[src/rtl/dctg_pkg.sv]
// Shared types, constants and per-size tables for the DCT coefficient generator.
package dctg_pkg;

	localparam int MAX_SIZE      = 64;
	localparam int CORDIC_STAGES = 18;
	localparam int SIZE_W        = 7;
	localparam int IDX_W         = 6;
	localparam int COEF_W        = 18;
	localparam int PROD_W        = 13;
	localparam int RECIP_SH      = 26;
	localparam int RECIP_W       = 27;
	localparam int ANG_W         = 34;
	localparam int SCALE_W       = 31;
	localparam int ROW0_W        = 17;
	localparam int STG_W         = 5;
	localparam int APB_AW        = 3;
	localparam logic [63:0] HALF_PI_Q30 = 64'd1686629713;
	localparam logic REG_MATRIX_SIZE = 1'b0;
	localparam logic [SIZE_W-1:0] SIZE_RESET = 7'd8;

	typedef logic [31:0] atan_tbl_t [0:31];
	localparam atan_tbl_t ATAN_TBL = '{
		32'h3243F6A8, 32'h1DAC6705, 32'h0FADBAFC, 32'h07F56EA6, 32'h03FEAB76, 32'h01FFD55B,
		32'h00FFFAAA, 32'h007FFF55, 32'h003FFFEA, 32'h001FFFFD, 32'h000FFFFF, 32'h0007FFFF,
		32'h0003FFFF, 32'h0001FFFF, 32'h0000FFFF, 32'h00007FFF, 32'h00003FFF, 32'h00001FFF,
		32'h00000FFF, 32'h000007FF, 32'h000003FF, 32'h000001FF, 32'h000000FF, 32'h0000007F,
		32'h0000003F, 32'h0000001F, 32'h0000000F, 32'h00000008, 32'h00000004, 32'h00000002,
		32'h00000001, 32'h00000000
	};

	typedef logic [SCALE_W-1:0] scale_tbl_t [0:MAX_SIZE];
	typedef logic [ROW0_W-1:0]  row0_tbl_t  [0:MAX_SIZE];
	typedef logic [RECIP_W-1:0] recip_tbl_t [0:MAX_SIZE];
	typedef logic [IDX_W-1:0]   hrem_tbl_t  [0:MAX_SIZE];

	typedef struct packed {
		logic                valid;
		logic                err;
		logic                row0;
		logic [1:0]          quad;
		logic [SCALE_W-1:0]  scale;
		logic [ROW0_W-1:0]   row0_val;
	} meta_t;

	function automatic logic [63:0] isqrt64(input logic [63:0] v_in);
		logic [63:0] v;
		logic [63:0] r;
		logic [63:0] b;
		v = v_in;
		r = '0;
		b = 64'd1 << 62;
		for (int i = 0; i < 32; i++) begin
			if (b > v) b = b >> 2;
		end
		for (int i = 0; i < 32; i++) begin
			if (b != 0) begin
				if (v >= r + b) begin
					v = v - (r + b);
					r = (r >> 1) + b;
				end else begin
					r = r >> 1;
				end
				b = b >> 2;
			end
		end
		return r;
	endfunction

	// shift-subtract quotient, used only while building constant tables
	function automatic logic [63:0] udiv64(input logic [63:0] a, input logic [63:0] b);
		logic [63:0] q;
		logic [64:0] rem;
		q = '0;
		rem = '0;
		for (int i = 63; i >= 0; i--) begin
			rem = {rem[63:0], a[i]};
			if (rem >= {1'b0, b}) begin
				rem = rem - {1'b0, b};
				q[i] = 1'b1;
			end
		end
		return q;
	endfunction

	// CORDIC gain inverse in Q30, built stage by stage
	function automatic logic [63:0] build_gain();
		logic [63:0] k;
		logic [63:0] d;
		k = 64'd1 << 30;
		for (int i = 0; i < CORDIC_STAGES; i++) begin
			if (i <= 30) begin
				d = isqrt64((64'd1 << 60) + (64'd1 << (60 - 2 * i)));
				k = udiv64(k << 30, d);
			end
		end
		return k;
	endfunction

	localparam logic [63:0] GAIN_Q30 = build_gain();

	function automatic scale_tbl_t build_scale();
		scale_tbl_t t;
		t[0] = '0;
		for (int n = 1; n <= MAX_SIZE; n++)
			t[n] = SCALE_W'(isqrt64(udiv64(64'd1 << 61, 64'(n))));
		return t;
	endfunction

	function automatic row0_tbl_t build_row0();
		row0_tbl_t t;
		t[0] = '0;
		for (int n = 1; n <= MAX_SIZE; n++)
			t[n] = ROW0_W'((isqrt64(udiv64(64'd1 << 34, 64'(n))) + 64'd1) >> 1);
		return t;
	endfunction

	function automatic recip_tbl_t build_recip();
		recip_tbl_t t;
		t[0] = '0;
		for (int n = 1; n <= MAX_SIZE; n++)
			t[n] = RECIP_W'(udiv64((64'd1 << RECIP_SH) + 64'(n) - 64'd1, 64'(n)));
		return t;
	endfunction

	function automatic scale_tbl_t build_hquo();
		scale_tbl_t t;
		t[0] = '0;
		for (int n = 1; n <= MAX_SIZE; n++) t[n] = SCALE_W'(udiv64(HALF_PI_Q30, 64'(n)));
		return t;
	endfunction

	function automatic hrem_tbl_t build_hrem();
		hrem_tbl_t t;
		t[0] = '0;
		for (int n = 1; n <= MAX_SIZE; n++)
			t[n] = IDX_W'(HALF_PI_Q30 - udiv64(HALF_PI_Q30, 64'(n)) * 64'(n));
		return t;
	endfunction

	localparam scale_tbl_t SCALE_TBL = build_scale();
	localparam row0_tbl_t  ROW0_TBL  = build_row0();
	localparam recip_tbl_t RECIP_TBL = build_recip();
	localparam scale_tbl_t HQUO_TBL  = build_hquo();
	localparam hrem_tbl_t  HREM_TBL  = build_hrem();

endpackage

[src/rtl/dctg_front.sv]
// Index check, phase reduction modulo 4N and quadrant angle, five stages.
module dctg_front import dctg_pkg::*; (
	input  logic               clk,
	input  logic               arst_n,
	input  logic               en,
	input  logic               in_valid,
	input  logic [IDX_W-1:0]   row_index,
	input  logic [IDX_W-1:0]   col_index,
	input  logic [SIZE_W-1:0]  n,
	output meta_t              meta,
	output logic [ANG_W-1:0]   theta
);
	meta_t meta_s1, meta_s2, meta_s3, meta_s4, meta_s5;
	logic [PROD_W-1:0]  p_s1, p_s2, q_s2;
	logic [SIZE_W-1:0]  n_s1, n_s2, n_s3, n_s4;
	logic [IDX_W-1:0]   r_s3, d_s5;
	logic [11:0]        m_s4;
	logic [SCALE_W-1:0] rq_s4, rq_s5;
	meta_t              meta_in;
	meta_t              meta_quad;
	logic [PROD_W-1:0]  p_in;
	logic [39:0]        quo_full;
	logic [PROD_W-1:0]  qn;
	logic [38:0]        d_full;

	always_comb begin
		meta_in.valid    = in_valid;
		meta_in.err      = ({1'b0, row_index} >= n) || ({1'b0, col_index} >= n);
		meta_in.row0     = (row_index == '0);
		meta_in.quad     = '0;
		meta_in.scale    = SCALE_TBL[n];
		meta_in.row0_val = ROW0_TBL[n];
		meta_quad        = meta_s2;
		meta_quad.quad   = q_s2[1:0];
		p_in     = PROD_W'({col_index, 1'b1}) * PROD_W'(row_index);
		quo_full = 40'(p_s1) * 40'(RECIP_TBL[n_s1]);
		qn       = PROD_W'(q_s2 * n_s2);
		d_full   = 39'(m_s4) * 39'(RECIP_TBL[n_s4]);
	end

	always_ff @(posedge clk or negedge arst_n) begin
		if (!arst_n) begin
			meta_s1 <= '0;
			meta_s2 <= '0;
			meta_s3 <= '0;
			meta_s4 <= '0;
			meta_s5 <= '0;
		end else if (en) begin
			meta_s1 <= meta_in;
			meta_s2 <= meta_s1;
			meta_s3 <= meta_quad;
			meta_s4 <= meta_s3;
			meta_s5 <= meta_s4;
		end
	end

	always_ff @(posedge clk) begin
		if (en) begin
			p_s1  <= p_in;
			n_s1  <= n;
			p_s2  <= p_s1;
			q_s2  <= quo_full[RECIP_SH +: PROD_W];
			n_s2  <= n_s1;
			r_s3  <= IDX_W'(p_s2 - qn);
			n_s3  <= n_s2;
			m_s4  <= 12'(r_s3 * HREM_TBL[n_s3]);
			rq_s4 <= SCALE_W'(r_s3 * HQUO_TBL[n_s3]);
			n_s4  <= n_s3;
			d_s5  <= d_full[RECIP_SH +: IDX_W];
			rq_s5 <= rq_s4;
		end
	end

	assign meta  = meta_s5;
	assign theta = ANG_W'(rq_s5) + ANG_W'(d_s5);
endmodule

[config.mk]
export PLATFORM = sky130hd
export DESIGN_NAME = dctg_front
export DESIGN_NICKNAME = d
export VERILOG_FILES = /design/src/rtl/dctg_pkg.sv /design/src/rtl/dctg_front.sv
export SDC_FILE = /design/constraint.sdc
export NUM_CORES = 2
export LEC_CHECK = 0
export BUFFER_PORTS_ARGS = -buffer_cell sky130_fd_sc_hd__buf_2
export CAP_MARGIN = 20
export CORE_MARGIN = 2
export CORE_UTILIZATION = 56
export DETAILED_ROUTE_END_ITERATION = 6
export HOLD_SLACK_MARGIN = 0.12
export PLACE_DENSITY = 0.72
export SKIP_CTS_REPAIR_TIMING = 1
export SLEW_MARGIN = 0
export SYNTH_ARGS = -nofsm -noshare
export SYNTH_HDL_FRONTEND = slang
export SYNTH_SLANG_ARGS = --single-unit
[constraint.sdc]
create_clock -name clk -period 10.5 [get_ports clk]
set_input_delay 1.05 -clock clk [delete_from_list [all_inputs] [get_ports clk]]
set_output_delay 1.05 -clock clk [all_outputs]
set_load 0.01 [all_outputs]
==> After elaboration in Yosys (flattened, before gate mapping) <==
Memories as Yosys holds them, arrays and structs flattened. A register that Yosys moved wholly into a read port is not among the register bits.
Index checks and enable logic that the tools add are counted.
{ "word_totals": {"wordCells": 73, "in_bits": 23, "ff_bits": 359, "memories": 6, "mem_bits_ro": 17792} }
{ "classes": {"order_cmp": 5, "reduce_logical": 4, "mux": 8, "bitwise_logic": 4, "n_mul": 6, "n_addsub": 2} }
{ "mem_list": {"columns": ["memory", "words", "word_bits", "read_ports", "rd_clocked_by_memory_dff", "write_ports", "line_no", "text"], "rows": [
  ["(no name shown)", 128, 31, 1, 0, 0, "dctg_front.sv:67", "rq_s4 <= SCALE_W'(r_s3 * HQUO_TBL[n_s3]);"],
  ["(no name shown)", 128, 31, 1, 1, 0, "dctg_front.sv:31", "meta_in.scale = SCALE_TBL[n];"],
  ["(no name shown)", 128, 27, 1, 0, 0, "dctg_front.sv:38", "d_full = 39'(m_s4) * 39'(RECIP_TBL[n_s4]);"],
  ["(no name shown)", 128, 27, 1, 0, 0, "dctg_front.sv:36", "quo_full = 40'(p_s1) * 40'(RECIP_TBL[n_s1]);"],
  ["(no name shown)", 128, 17, 1, 1, 0, "dctg_front.sv:32", "meta_in.row0_val = ROW0_TBL[n];"],
  ["(no name shown)", 128, 6, 1, 0, 0, "dctg_front.sv:66", "m_s4 <= 12'(r_s3 * HREM_TBL[n_s3]);"]
]} }
{ "ops": {"columns": ["cell", "n"], "rows": [
  ["$mux W27", 4],
  ["$mux W31", 2],
  ["$mul A13 B27 Y39", 1],
  ["$add A31 B6 Y32", 1],
  ["$mul A12 B27 Y32", 1],
  ["$not A7 Y8", 4],
  ["$mul A6 B31 Y31", 1],
  ["$ge A8 B8 Y1 const B", 3],
  ["$ge A6 B7 Y1", 2],
  ["$mul A13 B7 Y6", 1],
  ["$mul A7 B6 Y13", 1],
  ["$mul A6 B6 Y12", 1],
  ["$mux W6", 2],
  ["$logic_not A6 Y1", 1],
  ["$sub A6 B6 Y6", 1],
  ["$logic_not A1 Y1", 2],
  ["$logic_or A1 B1 Y1", 1]
]} }

==> Logic depth before layout (Yosys ltp) <==
{ "depth": {"ltp_word": 5, "ltp_mapped": 33} }

==> Worst setup path before layout <==
No wires, ideal clock.
{ "synth_timing": {"kind": "register to register", "from": "register n_s1[1]", "to": "register q_s2[4], data pin", "arrival_ns": 7.321, "path_slack_ns": 2.922, "stages_incl_launch_ff": 30, "path_cell_list": "edfxtp_1 > clkbuf_1 > inv_1 > ha_1 > clkbuf_1 > nor2b_1 > o31ai_1 > a21oi_1 > nor2_1 > a311oi_1 > clkbuf_1 > nand2_1 > fa_1 > fa_1 > inv_1 > fa_1 > fa_1 > inv_1 > fa_1 > inv_1 > ha_1 > and3_1 > nand3_1 > or3_1 > nor3_1 > a41oi_1 > a311oi_2 > o21a_1 > nor2_1 > xnor2_1"} }
{ "synth_between": {"elab_chain_cells": 5} }
{ "synth_lines": {"columns": ["element", "line_no", "text"], "rows": [
  ["from (decl)", "dctg_front.sv:15", "logic [SIZE_W-1:0] n_s1, n_s2, n_s3, n_s4;"],
  ["from (signal assigned)", "dctg_front.sv:60", "n_s1 <= n;"],
  ["$not A7 Y8 (not written as such)", "dctg_front.sv:36", null],
  ["$mem_v2 Z128 W27", null, null],
  ["$mux W27 (not written as such) (2 in a row)", "dctg_front.sv:36", null],
  ["$mul A13 B27 Y39", "dctg_front.sv:36", null],
  ["net quo_full[30]", "dctg_front.sv:22", "logic [39:0] quo_full;"],
  ["to (signal assigned)", "dctg_front.sv:62", "q_s2 <= quo_full[RECIP_SH +: PROD_W];"],
  ["to (decl)", "dctg_front.sv:14", "logic [PROD_W-1:0] p_s1, p_s2, q_s2;"]
]} }
The timed path passes the listed nets, and every way through them passes these cells. The select of a mux whose other input is x is not followed.
A chain may end at the register's enable or synchronous reset.

==> Final worst setup path <==
{ "layout_timing": {"from": "register n_s4[0]", "to": "register d_s5[5], data pin"} }
{ "layout_between": {"elab_chain_cells": 5} }
{ "layout_lines": {"columns": ["element", "line_no", "text"], "rows": [
  ["from (decl)", "dctg_front.sv:15", null],
  ["from (signal assigned)", "dctg_front.sv:68", "n_s4 <= n_s3;"],
  ["$not A7 Y8 (not written as such)", "dctg_front.sv:38", null],
  ["$mem_v2 Z128 W27", null, null],
  ["$mux W27 (not written as such) (2 in a row)", "dctg_front.sv:38", null],
  ["$mul A12 B27 Y32", "dctg_front.sv:38", null],
  ["net d_full[31]", "dctg_front.sv:24", "logic [38:0] d_full;"],
  ["to (signal assigned)", "dctg_front.sv:69", "d_s5 <= d_full[RECIP_SH +: IDX_W];"],
  ["to (decl)", "dctg_front.sv:16", "logic [IDX_W-1:0] r_s3, d_s5;"]
]} }
The timed path passes the listed nets, and every way through them passes these cells. The select of a mux whose other input is x is not followed.

==> summary.txt <==
Status
  • Outcome: finished, final reports clean

Floorplanning
  • DIE WIDTH: 301 um
  • Initial Utilization: 56.6%
  • Die ar.: 0.0904 sq mm
  • Row count: 108
  • Core area: 0.0870 sq mm
  • Die Y: 301 um
  • Num ports: 110

Setup path
  • Critical path class: reg -> reg
  • Startpoint Class: flip-flop
  • Worst endpoint data arrival time: 9.02 ns
  • Slowest-stage cell, CP: edfxtp_1
  • Worst Reg-to-Reg Cells: 26
  • Flop-to-flop setup slack: 1.82 ns
  • Crit path max fanout: 18
  • Worst path max stage delay: 0.81 ns
  • CP dominant cell by count: fa_1
  • R2R Path Start: n_s4[0]$_DFFE_PP_
  • Req. time, crit path: 10.84 ns
  • RR Endpoint: d_s5[5]$_DFFE_PP_
  • Worst Setup End Kind: flip-flop

Drt
  • Mean routed wirelength per cell: 20.1 um
  • First DRT Iteration DRCs: 3923
  • Wirelength, routed: 132000 um
  • Vias: 39330
  • Residual DRC: 0
  • TritonRoute pass-1 iters: 6
  • Final antenna-violating net count: 0
  • Vias per cell: 5.98

Run
  • Max-cap violations: 0

Yosys
  • Post-Syn Area: 0.0493 sq mm
  • Async SR Flop Fraction: 65.3%
  • Syn Inst Count: 5488
  • Top post-synthesis cells by count: nand2_1, inv_1, fa_1
  • Post-synth EDFFs: 139
  • Avg Inst Size Synth: 8.98 sq um
  • Sequential area share after synthesis: 21.7%
  • Top FF cell, synth: dfrtp_1
  • Cell with the most instances after synthesis: nand2_1
  • Top cell type's share of synthesized area: 25.6%
  • Yosys cell types: 89
  • Flops & latches, synth: 400
  • Warnings from Yosys: 0
  • Largest cells by area after synthesis: fa_1, dfrtp_1, edfxtp_1
  • Yosys top cell by area: fa_1

STA
  • Max Clock Skew: 0.0430 ns
  • Final period utilization: 82.7%
  • # setup viols final: 0
  • Total negative slack: 0 ns
  • Worst slew pin tran: 1.17 ns
  • Slew Limit Headroom: 22.0%
  • Slew Limit Fails: 0
  • Hold Fails Final Rpt: 0
  • Minimum clock period: 8.68 ns
  • Peak Freq: 115 MHz
  • RSZ-0062 raised after global routing: false

Clock tree
  • Clk root buf: clkbuf_16
  • CTS clk-pin slew, worst paths: 0.07 ns
  • TritonCTS buffer count: 42
  • Worst-Skew Late Latency: 0.60 ns
  • H-tree depth: 2
  • Clk sinks: 400
  • Max Root-Sink Buffers: 3
  • TritonCTS clock tree: yes

Power and ir drop
  • P_leak: 0.0240 uW
  • Tot Pwr: 16900 uW
  • PwrDens: 324 mW/mm^2
  • Worst vdd ir: 0.299 mV

Final layout
  • Final nets: 6336
  • # diodes: 0
  • Layout cells sized above 1: 9.76%
  • Post-layout util: 59.9%
  • P&R area growth vs syn: 5.74%

Hold path
  • Hold Path Class: reg -> reg
  • Hold Path Origin: rq_s4[27]$_DFFE_PP_
  • WHS Path Cells: 0
  • Worst Hold End: rq_s5[27]$_DFFE_PP_

Global routing
  • First-pass GRT wire length: 215000 um
  • GRT Util Overall: 29.6%
  • Overflow after GRT: 0
  • Vias in the first global route: 39993
  • Pin count of the biggest net entering global routing: 198
  • Antenna violations before repair: 1

Placed design
  • Dpl hpwl: 95000 um
  • RePlAce Congestion: 1.04
  • # port buffers: 107
## routing by layer
| metal | vias to the layer above | part of all wire (%) | GRT usage (%) |
|---|---|---|---|
| li1 | 17664 | - | - |
| met1 | 19577 | 41 | 40.3 |
| met2 | 1753 | 47 | 48.4 |
| met3 | 334 | 7.9 | 4.48 |
| met4 | 2 | 3.5 | 10.3 |
| met5 | - | 0.0076 | 0 |
## worst max-delay path: cells and delay by family, from the launching register on
| kind | cells | cell delay [ns] |
|---|---|---|
| DFF | 1 | 0.81 |
| AOI/OAI and AO/OA | 7 | 1.37 |
| buffers and inverters | 4 | 0.48 |
| muxes | 1 | 0.26 |
| and+or+nand+nor | 6 | 1.84 |
| xor gates and xnor gates | 1 | 0.08 |
| adders and majority gates | 7 | 3.56 |
## cell families (layout without fill, tap and decap cells)
family | count (synthesis) | after routing | synth area share, %
other cells | 1 | 2 | 0.00761
simple gates | 1725 | 1725 | 15.9
mux | 239 | 239 | 5.72
buf+inv | 1132 | 1064 | 8.77
xor+xnor | 135 | 135 | 2.41
fa+ha+maj | 926 | 926 | 33.1
compound gates | 930 | 930 | 12.3
flops | 400 | 400 | 21.7
## stage by stage
stage | setup WS [ns] | std cells | area [sq um] | hold WS (ns)
global placement | 1.98 | 6492 | 50600 | 0.401
finish | 1.82 | 6576 | 52100 | 0.418
CTS | 1.95 | 6569 | 52000 | 0.419
floorplan | 2.92 | 5489 | 49300 | 0.400
detailed placement | 1.98 | 6492 | 50600 | 0.405
global route | 1.47 | 6576 | 52100 | 0.426
## worst max path at each step
stage	startpoint	to	slack [ns]
6_report	n_s4[0]$_DFFE_PP_	d_s5[5]$_DFFE_PP_	1.82
5_1_grt	n_s4[0]$_DFFE_PP_	d_s5[5]$_DFFE_PP_	1.47
4_1_cts	n_s4[0]$_DFFE_PP_	d_s5[5]$_DFFE_PP_	1.95
3_5_place_dp	n_s4[0]$_DFFE_PP_	d_s5[5]$_DFFE_PP_	1.98
3_3_place_gp	n_s1[1]$_DFFE_PP_	q_s2[5]$_DFFE_PP_	1.98
2_1_floorplan	n_s1[1]$_DFFE_PP_	q_s2[4]$_DFFE_PP_	2.92
## where the power goes
group          total (uW)  internal (uW)  switching (uW)  leakage (uW)
Combinational       12700           5360            7340        0.0188
Clock                1500            849             655      0.000676
Sequential           2720           2410             308       0.00458
## cell usage in the layout, fill, tap and decap left out, types with 44 or more instances in the layout
cell type	instances
a21o_1	44
o211ai_1	50
and2_1	281
a31oi_1	46
nand3_1	94
dfrtp_1	261
edfxtp_1	139
ha_1	295
mux2_2	211
nand2_1	869
nor3_1	73
xnor2_1	97
buf_4	95
o21ai_0	226
fa_1	630
inv_1	772
a211oi_1	68
buf_2	106
a21oi_1	231
nor2_1	248
## registers in the layout, summed over array words and instances, names as in the netlist, 12 cells and up
register / flops
meta_s3: 53
rq_s5: 31
meta_s4: 53
p_s1: 13
meta_quad: 51
meta: 53
meta_s1: 51
rq_s4: 31
m_s4: 12
## cell type report
class                      count  area, sq um
clock buffer                  59         1180
clock inverter                18          226
fill                        7584        34900
inverter                     779         2920
multi-input combinational   3957        34300
sequential                   400        10700
tap                         1155         1450
timing repair buffer         208         1380
Power figures use the tool's default switching activity.
